==> src/rs2b_pkg.sv <==
// shared types, character codes and decode helpers for the radix string converter
package rs2b_pkg;

    // phase of the string scan
    localparam logic [1:0] PH_SPACE   = 2'd0;
    localparam logic [1:0] PH_ZEROS   = 2'd1;
    localparam logic [1:0] PH_DIGITS  = 2'd2;
    localparam logic [1:0] PH_STOPPED = 2'd3;

    // character codes
    localparam logic [7:0] CHAR_ZERO  = 8'h30;
    localparam logic [7:0] CHAR_NINE  = 8'h39;
    localparam logic [7:0] CHAR_UP_A  = 8'h41;
    localparam logic [7:0] CHAR_UP_Z  = 8'h5a;
    localparam logic [7:0] CHAR_LO_A  = 8'h61;
    localparam logic [7:0] CHAR_LO_Z  = 8'h7a;
    localparam logic [7:0] CHAR_SPACE = 8'h20;
    localparam logic [7:0] CHAR_TAB   = 8'h09;
    localparam logic [7:0] CHAR_CR    = 8'h0d;
    localparam logic [7:0] NO_DIGIT   = 8'hff;
    localparam logic [7:0] ALPHA_BIAS = 8'd10;

    // field widths
    localparam int RADIX_W = 6;
    localparam int CHAR_W  = 8;
    localparam int WORD_W  = 64;
    localparam int IDX_W   = 4;
    localparam int USED_W  = 5;
    localparam int PROD_W  = WORD_W + RADIX_W;

    localparam logic [RADIX_W-1:0] RADIX_RESET = 6'd10;

    // one step travelling down the cell row
    typedef struct packed {
        logic               valid;
        logic               last;
        logic               mul;
        logic [RADIX_W-1:0] radix;
        logic [RADIX_W-1:0] carry;
    } t_token;

    // value of a digit character, NO_DIGIT for anything else
    function automatic logic [7:0] digit_of(input logic [7:0] c);
        logic [7:0] d;
        d = NO_DIGIT;
        if (c >= CHAR_ZERO && c <= CHAR_NINE) begin
            d = c - CHAR_ZERO;
        end else if (c >= CHAR_UP_A && c <= CHAR_UP_Z) begin
            d = c - CHAR_UP_A + ALPHA_BIAS;
        end else if (c >= CHAR_LO_A && c <= CHAR_LO_Z) begin
            d = c - CHAR_LO_A + ALPHA_BIAS;
        end
        return d;
    endfunction

    // space, tab, line feed, vertical tab, form feed, carriage return
    function automatic logic is_space(input logic [7:0] c);
        return (c == CHAR_SPACE) || (c >= CHAR_TAB && c <= CHAR_CR);
    endfunction

endpackage

==> src/rs2b_cell.sv <==
// one accumulator word: multiply by radix plus carry, and a delay line for the final word
module rs2b_cell #(
    parameter int DEPTH = 0
) (
    input  logic                     i_clk,
    input  logic                     i_rst_n,
    input  logic                     i_adv,
    input  rs2b_pkg::t_token         i_tok,
    output rs2b_pkg::t_token         o_tok,
    output logic [63:0]              o_final
);
    import rs2b_pkg::*;

    logic [WORD_W-1:0] r_word;
    logic [WORD_W-1:0] n_word;
    logic [PROD_W-1:0] prod;

    // word times radix plus incoming carry
    always_comb begin
        prod   = PROD_W'(r_word) * PROD_W'(i_tok.radix) + PROD_W'(i_tok.carry);
        n_word = (i_tok.valid && i_tok.mul) ? prod[WORD_W-1:0] : r_word;
        o_tok  = i_tok;
        o_tok.carry = (i_tok.valid && i_tok.mul) ? prod[PROD_W-1:WORD_W] : '0;
    end

    // word register, cleared once the string ends
    always_ff @(posedge i_clk) begin
        if (!i_rst_n) begin
            r_word <= '0;
        end else if (i_adv) begin
            r_word <= (i_tok.valid && i_tok.last) ? '0 : n_word;
        end
    end

    // line up the final word with the top cell's last step
    generate
        if (DEPTH == 0) begin : g_direct
            assign o_final = n_word;
        end else begin : g_delay
            logic [WORD_W-1:0] r_dly [DEPTH];
            always_ff @(posedge i_clk) begin
                if (i_adv) begin
                    r_dly[0] <= n_word;
                    for (int k = 1; k < DEPTH; k++) begin
                        r_dly[k] <= r_dly[k-1];
                    end
                end
            end
            assign o_final = r_dly[DEPTH-1];
        end
    endgenerate

endmodule

==> config.mk <==
export PLATFORM = sky130hd
export DESIGN_NAME = rs2b_cell
export DESIGN_NICKNAME = d
export VERILOG_FILES = /design/src/rs2b_pkg.sv /design/src/rs2b_cell.sv
export SDC_FILE = /design/constraint.sdc
export NUM_CORES = 1
export LEC_CHECK = 0
export BUFFER_PORTS_ARGS = -buffer_cell sky130_fd_sc_hd__buf_4
export CORE_ASPECT_RATIO = 0.8
export CORE_MARGIN = 4
export CORE_UTILIZATION = 50
export CTS_CLUSTER_DIAMETER = 120
export DETAILED_ROUTE_END_ITERATION = 6
export PLACE_DENSITY = 0.76
export SYNTH_ARGS = -nofsm -noshare
export SYNTH_HDL_FRONTEND = slang
export SYNTH_SLANG_ARGS = --single-unit
==> constraint.sdc <==
create_clock -name i_clk -period 7.4 [get_ports i_clk]
set_input_delay 1.48 -clock i_clk [delete_from_list [all_inputs] [get_ports i_clk]]
set_output_delay 1.48 -clock i_clk [all_outputs]
set_load 0.05 [all_outputs]
==> flow_summary.json <==
{
  "gr-total-overflow": 0,
  "synth_top_family_by_area": "adder cells",
  "synth_area_leader_cell": "fa_1",
  "fillers": 1918,
  "post-route-util": 0.731,
  "ctsHoldBuffers": 0,
  "die_w_um": 206,
  "hold_class": "flip-flop to flip-flop",
  "end_kind": "output pin",
  "drive_gt1_frac": 0.357,
  "slew_viol_final": 0,
  "numCtsBuffers": 9,
  "dp_slack_ns": -0.757,
  "synth_cell_types": 67,
  "setup_viol": 53,
  "skew_ns": 0.0124,
  "worst_slew_pin_slew_ns": 1.01,
  "synth_nets": 2190,
  "nets": 2522,
  "syn_area_um2": 15700,
  "met3_usage": 0.0781,
  "cts_tree": "yes",
  "grt_use_met2": 0.478,
  "wl_um": 58200,
  "slew_headroom": 0.326,
  "portBuffers": 96,
  "row_count": 57,
  "max_freq_mhz": 122,
  "initial_core_util": 0.513,
  "synthToLayoutAreaGrowth_pct": 42.6,
  "synthAdderAreaFrac": 0.437,
  "cts_root_buf": "clkbuf_16",
  "dp_hpwl_um": 38100,
  "leakagePower_nw": 11.3,
  "top_register": "r_word",
  "synth-edff-count": 0,
  "crit_arrival_ns": 6.70,
  "hold_viol": 0,
  "core_area_um2": 30700,
  "dr.pass1.iters": 7,
  "busiest_layer": "met2",
  "critical_path_required_ns": 5.92,
  "dp_cells": 2433,
  "outcome": "finished with violations",
  "crit_type": "input pin to output pin",
  "synth-compound-area-share": 0.144,
  "syn_area_per_cell_um2": 8.86,
  "yosys.area_share.xor_xnor": 0.0334,
  "vdd_ir_drop_max_mv": 0.103,
  "synth.most_common_cell": "and2_1",
  "synth_seq_cells": 64,
  "postSynthCellCount": 1774,
  "synth_top_cell_area_share": 0.321,
  "fin_area_um2": 22400,
  "ios": 97,
  "ant_nets": 0,
  "clock_path_buffers": 2,
  "grtUsageTotal": 0.308,
  "dieHeight_um": 167,
  "grt_max_degree": 45,
  "multiInputGateArea_um2": 16000,
  "grt_pass1_vias": 15751,
  "grt_pass1_wl_um": 84900,
  "seq_area_frac_synth": 0.0815,
  "clock_sinks": 64,
  "place.gp.congestion": 0.947,
  "synth_area_leaders": "fa_1 (32%), and2_1 (15%), ha_1 (12%)",
  "power.total_mw": 1.12,
  "drv_cap": 0,
  "min_period_ns": 8.18,
  "fin_ws_ns": -0.778,
  "ys_async_sr_fraction": 0,
  "synth_commonest_cells": "and2_1 (372), fa_1 (252), nand2_1 (199)",
  "muxShareOfSynthArea": 0.00859,
  "diodes": 0,
  "post-route-period-util": 1.11,
  "grtUsageMet1": 0.421,
  "synth_warnings": 0,
  "cp_max_fo": 11,
  "largest_registers": "r_word x64",
  "viasPerCell": 6.15,
  "rsz0062_at_grt": "true",
  "ff_latch_area_um2": 1280,
  "clk_pin_slew_ns": 0.06,
  "yosys.area_share.simple": 0.248,
  "route.detailed.drc": 0,
  "stdcell_count": 2524,
  "start_kind": "input pin",
  "largest_reg_flops": 64,
  "drtIter0Drc": 1580,
  "placedInstanceArea_um2": 18900,
  "via_count": 15526,
  "failed_checks": "setup timing",
  "die_area_um2": 34400,
  "clock_latency_ns": 0.37,
  "antenna_found_initial": 3,
  "ys.flop_type": "dfxtp_1",
  "htreeDepth": 3,
  "post_drt_wl_per_cell_um": 23.0,
  "power_density_nw_per_um2": 49.9
}
==> cells by family (layout without fill, tap and decap cells) <==
family | Yosys count | in the layout
adder cells (fa/ha/maj) | 398 | 398
multiplexers | 12 | 12
flip-flops | 64 | 64
AND/OR/NAND/NOR | 725 | 725
AO/OA/AOI/OAI | 333 | 333
XOR/XNOR | 60 | 60
buffers and inverters | 182 | 519
==> cell type report <==
type	instances	share of cell area
clock inverters	4	0.00340
repair buffers	435	0.179
inverters	68	0.0114
flip-flops and latches	64	0.0571
clock buffers	12	0.0114
well taps	413	0.0230
multi-input cells	1528	0.715
==> stage by stage <==
step,setup TNS [ns],hold WS (ns)
floorplan,-3.57,0.487
global placement,-21.37,0.550
global route,-29.92,0.613
finish,-23.53,0.579
CTS,-14.65,0.580
detailed placement,-25.00,0.561
==> layout by cell type, fill, tap and decap left out, types with 26 or more instances in the layout <==
| cell | instances |
|---|---|
| a21oi_1 | 50 |
| a22o_1 | 35 |
| buf_8 | 43 |
| a21o_1 | 44 |
| nor2_1 | 29 |
| buf_4 | 316 |
| dfxtp_1 | 64 |
| nand4_1 | 26 |
| fa_1 | 247 |
| ha_4 | 47 |
| and2_1 | 361 |
| nand2_2 | 33 |
| buf_6 | 64 |
| ha_1 | 97 |
| nand2_1 | 155 |
| inv_1 | 65 |
| nor2b_1 | 26 |
==> worst max-delay path: stages <==
cell      delay, ns
buf_8          0.12
buf_12         0.14
buf_12         0.14
and2_1         0.18
fa_1           0.48
fa_1           0.55
fa_1           0.69
ha_1           0.32
ha_4           0.25
a21oi_2        0.20
buf_4          0.16
o21ai_1        0.08
a221oi_2       0.30
nand2_2        0.11
a31oi_4        0.23
buf_6          0.14
o31ai_4        0.07
a21boi_2       0.25
o21ai_2        0.12
xor2_2         0.21
mux2_4         0.29
buf_8          0.15
==> layer usage <==
layer | part of all wire | vias up
li1 | - | 6592
met3 | 0.10 | 241
met2 | 0.46 | 921
met5 | 0.00036 | -
met1 | 0.39 | 7768
met4 | 0.046 | 4
==> what timing repair did <==
action,in CTS,in global routing
buffers inserted,52,40
hold endpoints to repair,0,0
gates cloned,2,4
setup endpoints to repair,55,60
gates resized for setup,310,163
pin swaps,90,145
==> worst paths after layout <==
kind              start           to  slack [ns]  depth (start not counted)
min          r_word[46]   r_word[46]        0.58                          2
max            i_tok[8]  o_final[52]       -0.78                         22
min reg2reg  r_word[46]   r_word[46]        0.58                          2
max reg2reg   r_word[5]   r_word[27]        0.80                         33
==> power breakdown <==
part           internal, mW  switching [mW]
Clock                 0.315           0.197
Sequential            0.346         0.00315
Combinational        0.0955           0.164
(Power assumes the default switching activity.)
