`config.mk`:
```
export PLATFORM = sky130hd
export DESIGN_NAME = rs2b_front
export DESIGN_NICKNAME = d
export VERILOG_FILES = /design/src/rs2b_pkg.sv /design/src/rs2b_front.sv
export SDC_FILE = /design/constraint.sdc
export NUM_CORES = 1
export LEC_CHECK = 0
export ABC_AREA = 0
export BUFFER_PORTS_ARGS = -buffer_cell sky130_fd_sc_hd__buf_2
export CORE_MARGIN = 2
export CORE_UTILIZATION = 25
export CTS_BUF_LIST = sky130_fd_sc_hd__clkbuf_2
export CTS_CLUSTER_DIAMETER = 200
export CTS_CLUSTER_SIZE = 20
export DETAILED_ROUTE_END_ITERATION = 6
export MAX_ROUTING_LAYER = met4
export SKIP_CTS_REPAIR_TIMING = 1
export SLEW_MARGIN = 5
export SYNTH_ARGS = -nofsm -noshare
export SYNTH_HDL_FRONTEND = slang
export SYNTH_SLANG_ARGS = --single-unit
```
`constraint.sdc`:
```
create_clock -name i_clk -period 7.5 [get_ports i_clk]
set_clock_uncertainty 0.15 [all_clocks]
set_input_delay 1.125 -clock i_clk [delete_from_list [all_inputs] [get_ports i_clk]]
set_output_delay 1.125 -clock i_clk [all_outputs]
set_load 0.05 [all_outputs]
```
`src/rs2b_pkg.sv`:
```
// shared types, character codes and decode helpers for the radix string converter
package rs2b_pkg;

    // phase of the string scan
    localparam logic [1:0] PH_SPACE   = 2'd0;
    localparam logic [1:0] PH_ZEROS   = 2'd1;
    localparam logic [1:0] PH_DIGITS  = 2'd2;
    localparam logic [1:0] PH_STOPPED = 2'd3;

    // character codes
    localparam logic [7:0] CHAR_ZERO  = 8'h30;
    localparam logic [7:0] CHAR_NINE  = 8'h39;
    localparam logic [7:0] CHAR_UP_A  = 8'h41;
    localparam logic [7:0] CHAR_UP_Z  = 8'h5a;
    localparam logic [7:0] CHAR_LO_A  = 8'h61;
    localparam logic [7:0] CHAR_LO_Z  = 8'h7a;
    localparam logic [7:0] CHAR_SPACE = 8'h20;
    localparam logic [7:0] CHAR_TAB   = 8'h09;
    localparam logic [7:0] CHAR_CR    = 8'h0d;
    localparam logic [7:0] NO_DIGIT   = 8'hff;
    localparam logic [7:0] ALPHA_BIAS = 8'd10;

    // field widths
    localparam int RADIX_W = 6;
    localparam int CHAR_W  = 8;
    localparam int WORD_W  = 64;
    localparam int IDX_W   = 4;
    localparam int USED_W  = 5;
    localparam int PROD_W  = WORD_W + RADIX_W;

    localparam logic [RADIX_W-1:0] RADIX_RESET = 6'd10;

    // one step travelling down the cell row
    typedef struct packed {
        logic               valid;
        logic               last;
        logic               mul;
        logic [RADIX_W-1:0] radix;
        logic [RADIX_W-1:0] carry;
    } t_token;

    // value of a digit character, NO_DIGIT for anything else
    function automatic logic [7:0] digit_of(input logic [7:0] c);
        logic [7:0] d;
        d = NO_DIGIT;
        if (c >= CHAR_ZERO && c <= CHAR_NINE) begin
            d = c - CHAR_ZERO;
        end else if (c >= CHAR_UP_A && c <= CHAR_UP_Z) begin
            d = c - CHAR_UP_A + ALPHA_BIAS;
        end else if (c >= CHAR_LO_A && c <= CHAR_LO_Z) begin
            d = c - CHAR_LO_A + ALPHA_BIAS;
        end
        return d;
    endfunction

    // space, tab, line feed, vertical tab, form feed, carriage return
    function automatic logic is_space(input logic [7:0] c);
        return (c == CHAR_SPACE) || (c >= CHAR_TAB && c <= CHAR_CR);
    endfunction

endpackage

```
`src/rs2b_front.sv`:
```
// character decode and scan phase tracking, produces one step per character
module rs2b_front (
    input  logic                     i_clk,
    input  logic                     i_rst_n,
    input  logic                     i_adv,
    input  logic                     i_valid,
    input  logic [7:0]               i_char_code,
    input  logic                     i_end_of_string,
    input  logic [5:0]               i_radix,
    output rs2b_pkg::t_token         o_tok
);
    import rs2b_pkg::*;

    logic [1:0] r_phase;
    logic [1:0] n_phase;
    logic [7:0] digit;

    // decode the character against the scan phase
    always_comb begin
        digit         = digit_of(i_char_code);
        n_phase       = r_phase;
        o_tok.valid   = i_valid;
        o_tok.last    = i_end_of_string;
        o_tok.mul     = 1'b0;
        o_tok.radix   = i_radix;
        o_tok.carry   = digit[RADIX_W-1:0];
        priority if (r_phase == PH_SPACE && is_space(i_char_code)) begin
            n_phase = PH_SPACE;
        end else if ((r_phase == PH_SPACE || r_phase == PH_ZEROS)
                     && i_char_code == CHAR_ZERO) begin
            n_phase = PH_ZEROS;
        end else if (r_phase != PH_STOPPED) begin
            if (digit >= {2'b00, i_radix}) begin
                n_phase = PH_STOPPED;
            end else begin
                n_phase   = PH_DIGITS;
                o_tok.mul = 1'b1;
            end
        end else begin
            n_phase = PH_STOPPED;
        end
        if (i_end_of_string) begin
            n_phase = PH_SPACE;
        end
    end

    // phase register, moves on each accepted beat
    always_ff @(posedge i_clk) begin
        if (!i_rst_n) begin
            r_phase <= PH_SPACE;
        end else if (i_valid && i_adv) begin
            r_phase <= n_phase;
        end
    end

endmodule

```
==> results.cfg, run 1 <==
[global_route]
antenna_found_initial = 0
grt_usage_pct = 11.4
use_met3_pct = 1.04
use_met2_pct = 19.8
grt_pass1_wl_mm = 3.82
grt_max_degree = 16
grt.busiest_layer = met2
grt_pass1_vias = 867
grt.overflow.total = 0
use_met1_pct = 14.5

[placement]
dp_hpwl_mm = 1.87
place_ws_ps = 1980
portBuffers = 33
placed_area_sq_um = 1050
place_inst = 190
gp_congestion = 0.816

[logic_synthesis]
synthArstFlopShare_pct = 0
syn_inst = 124
yosys.area.top_type_share_pct = 20.5
syn_nets = 158
avgSynthCellArea_sq_um = 7.37
yosysSeqAreaShare_pct = 4.38
ys_types = 45
synth_area_leaders = ha_1 (21%), buf_4 (8.2%), inv_1 (5.3%), dfxtp_1 (4.4%), a21oi_1 (3.8%)
yosysWarnings = 0
synth_seq_cells = 2
synth_edf_count = 0
synth_top_area_cell = ha_1
syn_area_sq_um = 913
synth_ff_type = dfxtp_1

[die]
die-area_sq_um = 4150
ioPinCount = 34
rows = 21
start_util_pct = 26.7
core_area_sq_um = 3420
fp.dieH_um = 64.4
dieWidth_um = 64.4

[layout]
fill_cells = 407
max_flop_register = r_phase
nets = 183
area_growth_pct = 16.2
stdcell_count = 193
drive_above_1_share_pct = 29.9
largest_reg_flops = 2
top_regs = r_phase x2
antenna_cells = 0
final_area_sq_um = 1060

[route]
wl_per_cell_um = 11.9
vias = 985
drc_errors = 0
via_per_inst = 5.10
drt_pass1_iterations = 4
drt_iter0_markers = 13
wl_mm = 2.29
postRouteAntennaNets = 0

[timing]
max_freq_mhz = 182
rsz0062_at_grt = no
slew_headroom_pct = 66.9
setup_ws_ps = 2020
finalCritPeriodShare_pct = 73.1
slew_violations = 0
tns_ps = 0
hold_violations = 0
final-setup-viol-count = 0
final.min_clock_period_ps = 5480
tightest_slew_ps = 493

[clocking]
htree_num_levels = 1
clkTransAtPathRegs_ps = 30
cts_tree = yes
cts_sinks = 2
clkLatencyLatePin_ps = 190
root_buffer = clkbuf_2
clock_path_buffers = 2
cts_buffers = 3

[power_and_ir_drop]
p_int_mw = 0.0448
power_switching_mw = 0.0545
p_clk_share_pct = 16.4
p_leak_nw = 0.494
seq_power_share_pct = 12.1
combPwrFrac_pct = 71.5
power-per-cell-area_nw_per_um2 = 93.6
peakVddDrop_mv = 0.0450
p_sw_share_pct = 54.9

[critical_path]
end_kind = primary output
critical_path_required_ps = 6220
path_max_fanout = 11
crit_type = primary input to primary output
worst_ep_arrival_time_ps = 4210
start_kind = primary input

[hold_path]
hp-class = flip-flop to flip-flop

[run]
maxCapViolCount = 0

[run_status]
outcome = completed
==> synthesized netlist by cell type (2+ instances only) <==
library cell and n:
or4_1 2, nand3_1 5, ha_1 15, o21a_1 3, nor2_1 8, nor4b_1 2
buf_4 10, a31oi_1 2, nand4b_1 4, inv_1 13, a21oi_2 2, o22a_1 2
dfxtp_1 2, buf_2 3, o21ai_1 7, a21oi_1 7, o21ai_0 5, nor2b_1 2
o211a_1 2, nand2_1 3
==> layer usage <==
layer / wire (um) / part of all wire (%) / vias to the layer above
met4: 0 / 0 / 0
met3: 121 / 5.3 / 0
met2: 1070 / 47 / 28
li1: - / - / 502
met1: 1100 / 48 / 455
met5: 0 / 0 / -
==> per-stage QoR <==
step	utilization [%]	hold slack (ps)	power (mW)
global route	31.1	480	0.108
detailed placement	30.6	403	0.0835
global placement	30.6	400	0.0833
finish	31.1	400	0.0993
CTS	31.1	408	0.101
floorplan	-	338	0.0681
==> worst max-delay path, stage by stage <==
cell and delay, ps:
buf_2 200, inv_1 90, ha_1 220, nor4b_1 410
o21ai_1 130, nand3_2 120, nor2b_2 290, o21ai_0 110
o21ai_1 210, ha_1 260, o21ai_0 70, a21oi_1 60
o21a_1 160, o211ai_1 220, nand3_1 100, nor3_1 140
buf_2 290
==> final cells by class <==
cell class,instances,area (sq um),share of cell area (%)
timing repair buffer,33,165,15.6
sequential,2,40.0,3.77
multi-input combinational,96,734,69.2
clock buffer,3,15.0,1.42
inverter,13,48.8,4.60
tap,46,57.6,5.42
==> power by group through the flow <==
| stage | logic (mW) | registers (mW) | clock network [mW] |
|---|---|---|---|
| 3_5_place_dp | 0.0714 | 0.0121 | 0 |
| 3_3_place_gp | 0.0712 | 0.0121 | 0 |
| 6_report | 0.0710 | 0.0120 | 0.0163 |
| 4_1_cts | 0.0716 | 0.0120 | 0.0173 |
| 5_1_grt | 0.0786 | 0.0121 | 0.0173 |
| 2_1_floorplan | 0.0562 | 0.0119 | 0 |
==> cells in the final DEF, fill, tap and decap left out, types with 2 or more instances in the layout <==
master and n:
o21ai_0 5, or4_1 2, nor2_1 8, buf_2 33, nand4b_1 4, o21ai_1 7, ha_1 15, dfxtp_1 2
nor4b_1 2, nand2_1 3, a31oi_1 2, a21oi_1 7, o22a_1 2, nand3_1 5, inv_1 13, a21oi_2 2
o21a_1 3, nor2b_1 2, clkbuf_2 3, o211a_1 2
==> kinds of logic after synthesis <==
kind of cell             after synthesis  share of synthesized area [%]
flip-flops                             2                           4.38
AO/OA/AOI/OAI                         41                           30.8
XOR/XNOR                               1                          0.959
buffers and inverters                 26                           15.2
adder cells (fa/ha/maj)               15                           20.5
AND/OR/NAND/NOR                       37                           25.8
multiplexers                           2                           2.33
==> worst paths after layout <==
check | slack (ps) | endpoint | start | cells past startpoint
max | 2020 | o_tok[12] | i_char_code[1] | 17
min | 400 | r_phase[1]$_SDFFE_PN0P_ | r_phase[1]$_SDFFE_PN0P_ | 2
max reg2reg | 5830 | r_phase[1]$_SDFFE_PN0P_ | r_phase[1]$_SDFFE_PN0P_ | 5
min reg2reg | 400 | r_phase[1]$_SDFFE_PN0P_ | r_phase[1]$_SDFFE_PN0P_ | 2
Note: power is estimated with default switching activity, not from simulation.
==> inputs of run 2 (changes only) <==
- clock period: 7.5 -> 5.2 ns (I/O delays scaled with it)
==> results.cfg, run 2 (synthesized netlist as in run 1, its figures left out) <==
[clocking]
root_buffer = clkbuf_2
cts_buffers = 3
clkLatencyLatePin_ps = 200
cts_sinks = 2
htree_num_levels = 1
clkTransAtPathRegs_ps = 30
clock_path_buffers = 2
cts_tree = yes

[critical_path]
r2r_start = r_phase[1]$_SDFFE_PN0P_
r2r_cells = 5
endpoint = o_tok[12]
worst_ep_arrival_time_ps = 3890
end_kind = primary output
r2r-end = r_phase[1]$_SDFFE_PN0P_
path_buf_inv = 3
cp_slowest_cell = nor4b_1
crit_path_max_incr_delay_ps = 460
cp_top_family = simple AND/OR/NAND/NOR gates
path_max_fanout = 8
crit_type = primary input to primary output
critical_path_required_ps = 4270
startpoint = i_char_code[0]
path_cells = buf_2 -> inv_1 -> ha_1 -> nor4b_1 -> o21ai_1 -> nand3_2 -> nor2b_2 -> o21ai_0 -> o21ai_2 -> ha_1 -> o21ai_0 -> a21oi_1 -> o21a_1 -> o211ai_1 -> nand3_1 -> nor3_2 -> buf_2
start_kind = primary input
reg2reg_setup_slack_ps = 3500
cp.depth = 17

[die]
die-area_sq_um = 4150
dieWidth_um = 64.4
rows = 21
ioPinCount = 34
fp.dieH_um = 64.4
core_area_sq_um = 3420
start_util_pct = 26.7

[timing]
final.min_clock_period_ps = 4820
max_freq_mhz = 208
tightest_slew_ps = 505
hold_ws_ps = 396
slew_headroom_pct = 65.9
slew_violations = 0
tns_ps = 0
final-setup-viol-count = 0
setup_ws_ps = 383
rsz0062_at_grt = no
hold_violations = 0
finalCritPeriodShare_pct = 92.6

[global_route]
grt_pass1_wl_mm = 3.99
grt_max_degree = 16
grt_pass1_vias = 886
grt.overflow.total = 0
grt_usage_pct = 11.8
antenna_found_initial = 0

[route]
wl_mm = 2.30
postRouteAntennaNets = 0
drt_pass1_iterations = 4
via_per_inst = 5.05
drc_errors = 0
drt_iter0_markers = 15
wl_per_cell_um = 11.9
vias = 975

[run_status]
outcome = completed

[layout]
area_growth_pct = 17.1
antenna_cells = 0
seq_area_sq_um = 40.0
nets = 183
top_regs = r_phase x2
max_flop_register = r_phase
mostFrequentLayoutCell = buf_2
drive_above_1_share_pct = 31.3
largest_reg_flops = 2
mostFrequentLayoutCells = buf_2 (33), ha_1 (15), inv_1 (13), nor2_1 (8), a21oi_1 (7)
multi_input_area_sq_um = 743
fill_cells = 390

[placement]
portBuffers = 33
dp_hpwl_mm = 1.85
place_ws_ps = 401
gp_congestion = 0.832

[hold_path]
hp-class = flip-flop to flip-flop

[power_and_ir_drop]
p_leak_nw = 0.496
peakVddDrop_mv = 0.0834
power_mw = 0.147
power-per-cell-area_nw_per_um2 = 137

[run]
maxCapViolCount = 0
run 2: worst register-to-register path, stage by stage (launching register included):
cell and delay, ps:
dfxtp_1 320, or4_1 510, a31oi_1 280, nor2_1 100
a21oi_1 170, nor2_1 60
run 2: worst min-delay path by stage:
stage | startpoint | end | slack, ps | cells after the start
floorplan | r_phase[1]$_SDFFE_PN0P_ | r_phase[1]$_SDFFE_PN0P_ | 340 | 2
CTS | r_phase[1]$_SDFFE_PN0P_ | r_phase[1]$_SDFFE_PN0P_ | 390 | 2
detailed placement | r_phase[1]$_SDFFE_PN0P_ | r_phase[1]$_SDFFE_PN0P_ | 390 | 2
finish | r_phase[1]$_SDFFE_PN0P_ | r_phase[1]$_SDFFE_PN0P_ | 400 | 2
global route | r_phase[1]$_SDFFE_PN0P_ | r_phase[1]$_SDFFE_PN0P_ | 460 | 2
global placement | r_phase[1]$_SDFFE_PN0P_ | r_phase[1]$_SDFFE_PN0P_ | 380 | 2
run 2: power breakdown:
part	total, mW	leakage, nW	internal [mW]	switching [mW]
sequential	0.0172	0.0164	0.0164	0.000768
combinational	0.104	0.467	0.0334	0.0707
clock	0.0255	0.0125	0.0153	0.0101
run 2: through the flow:
stage | utilization [%] | area [sq um] | std cells
6_report | 31.3 | 1070 | 193
5_1_grt | 31.3 | 1070 | 193
4_1_cts | 31.3 | 1070 | 193
3_5_place_dp | 30.9 | 1050 | 190
3_3_place_gp | 30.9 | 1050 | 190
2_1_floorplan | - | 922 | 124
run 2: final cells by class:
cell class,count,area share [%]
Multi-Input combinational cell,96,69.5
Clock buffer,3,1.40
Timing Repair Buffer,33,15.4
Tap cell,46,5.38
Sequential cell,2,3.74
Inverter,13,4.56
run 2: layer usage:
| layer | up-vias | global-route usage (%) | part of all wire, % |
|---|---|---|---|
| met3 | 0 | 1.39 | 4.9 |
| met1 | 449 | 16.2 | 50 |
| li1 | 500 | - | - |
| met5 | - | - | 0 |
| met2 | 26 | 19.5 | 45 |
| met4 | 0 | 0.798 | 0 |
==> inputs of run 3 (changes only) <==
- PLACE_DENSITY: not set -> 0.51
==> results.cfg, run 3 (synthesized netlist as in run 1, its figures left out) <==
[clocking]
htree_num_levels = 1
clkTransAtPathRegs_ps = 30
cts_buffers = 3
clkLatencyLatePin_ps = 200
root_buffer = clkbuf_2
clock_path_buffers = 2
cts_tree = yes
cts_sinks = 2

[placement]
place_ws_ps = 321
place_inst = 190
placed_area_sq_um = 1050
gp_congestion = 0.870
dp_hpwl_mm = 1.93
portBuffers = 33

[layout]
mostFrequentLayoutCell = buf_2
final_area_sq_um = 1070
antenna_cells = 0
nets = 183
largest_reg_flops = 2
top_regs = r_phase x2
drive_above_1_share_pct = 31.3
mostFrequentLayoutCells = buf_2 (33), ha_1 (15), inv_1 (13), nor2_1 (8), a21oi_1 (7)
max_flop_register = r_phase
fill_cells = 388
stdcell_count = 193
area_growth_pct = 17.1

[route]
wl_mm = 2.29
via_per_inst = 5.19
drt_iter0_markers = 18
wl_per_cell_um = 11.9
vias = 1002
postRouteAntennaNets = 0
drc_errors = 0
drt_pass1_iterations = 4

[global_route]
antenna_found_initial = 0
grt.overflow.total = 0
grt_pass1_wl_mm = 3.90
grt_max_degree = 16
grt_usage_pct = 11.5
grt_pass1_vias = 914

[run_status]
outcome = completed

[die]
core_area_sq_um = 3420
rows = 21
start_util_pct = 26.7
ioPinCount = 34
fp.dieH_um = 64.4
dieWidth_um = 64.4
die-area_sq_um = 4150

[power_and_ir_drop]
peakVddDrop_mv = 0.0494
p_leak_nw = 0.496
power-per-cell-area_nw_per_um2 = 136
power_mw = 0.146

[timing]
rsz0062_at_grt = no
slew_violations = 0
max_freq_mhz = 204
setup_ws_ps = 293
hold_violations = 0
slew_headroom_pct = 66.5
final.min_clock_period_ps = 4910
final-setup-viol-count = 0
finalCritPeriodShare_pct = 94.4
tightest_slew_ps = 496
tns_ps = 0

[hold_path]
hp-class = flip-flop to flip-flop
hold_depth = 2

[critical_path]
path_max_fanout = 11
critical_path_required_ps = 4270
end_kind = primary output
worst_ep_arrival_time_ps = 3980
start_kind = primary input
crit_type = primary input to primary output
r2r_cells = 5

[run]
maxCapViolCount = 0
-- run 3: worst paths after layout --
path                                   to                    start  slack (ps)
setup / recovery                o_tok[12]           i_char_code[1]         290
hold reg to reg   r_phase[1]$_SDFFE_PN0P_  r_phase[1]$_SDFFE_PN0P_         380
setup reg to reg  r_phase[1]$_SDFFE_PN0P_  r_phase[1]$_SDFFE_PN0P_        3530
hold / removal    r_phase[1]$_SDFFE_PN0P_  r_phase[1]$_SDFFE_PN0P_         380
-- run 3: worst max-delay path, stage by stage --
cell and delay (ps):
buf_2 200, inv_1 90, ha_1 240, nor4b_1 440
o21ai_1 150, nand3_2 130, nor2b_2 300, o21ai_0 150
o21ai_2 180, ha_1 240, o21ai_0 70, a21oi_1 60
o21a_1 170, o211ai_1 230, nand3_1 140, nor3_2 120
buf_2 280
-- run 3: layer usage --
layer	up-vias	wire length, um	global-route usage [%]
li1	500	-	-
met1	463	1030	15.1
met2	36	1130	19.5
met3	3	114	0.347
met4	0	17	3.19
met5	-	0	-
-- run 3: per-stage QoR --
step / hold WS [ps] / utilization, %
final: 384 / 31.3
after global routing: 407 / 31.3
after CTS: 382 / 31.3
after detailed placement: 378 / 30.9
after global placement: 387 / 30.9
after floorplan: 338 / -
-- run 3: layout make-up --
type                       count  area, sq um  share of cell area (%)
timing repair buffer          33          165                    15.4
clock buffer                   3         15.0                    1.40
tap                           46         57.6                    5.38
multi-input combinational     96          743                    69.5
sequential                     2         40.0                    3.74
inverter                      13         48.8                    4.56
-- run 3: where the power goes --
group | leakage [nW] | internal, mW | switching, mW
logic | 0.467 | 0.0333 | 0.0707
registers | 0.0164 | 0.0164 | 0.000877
clock network | 0.0125 | 0.0153 | 0.00898
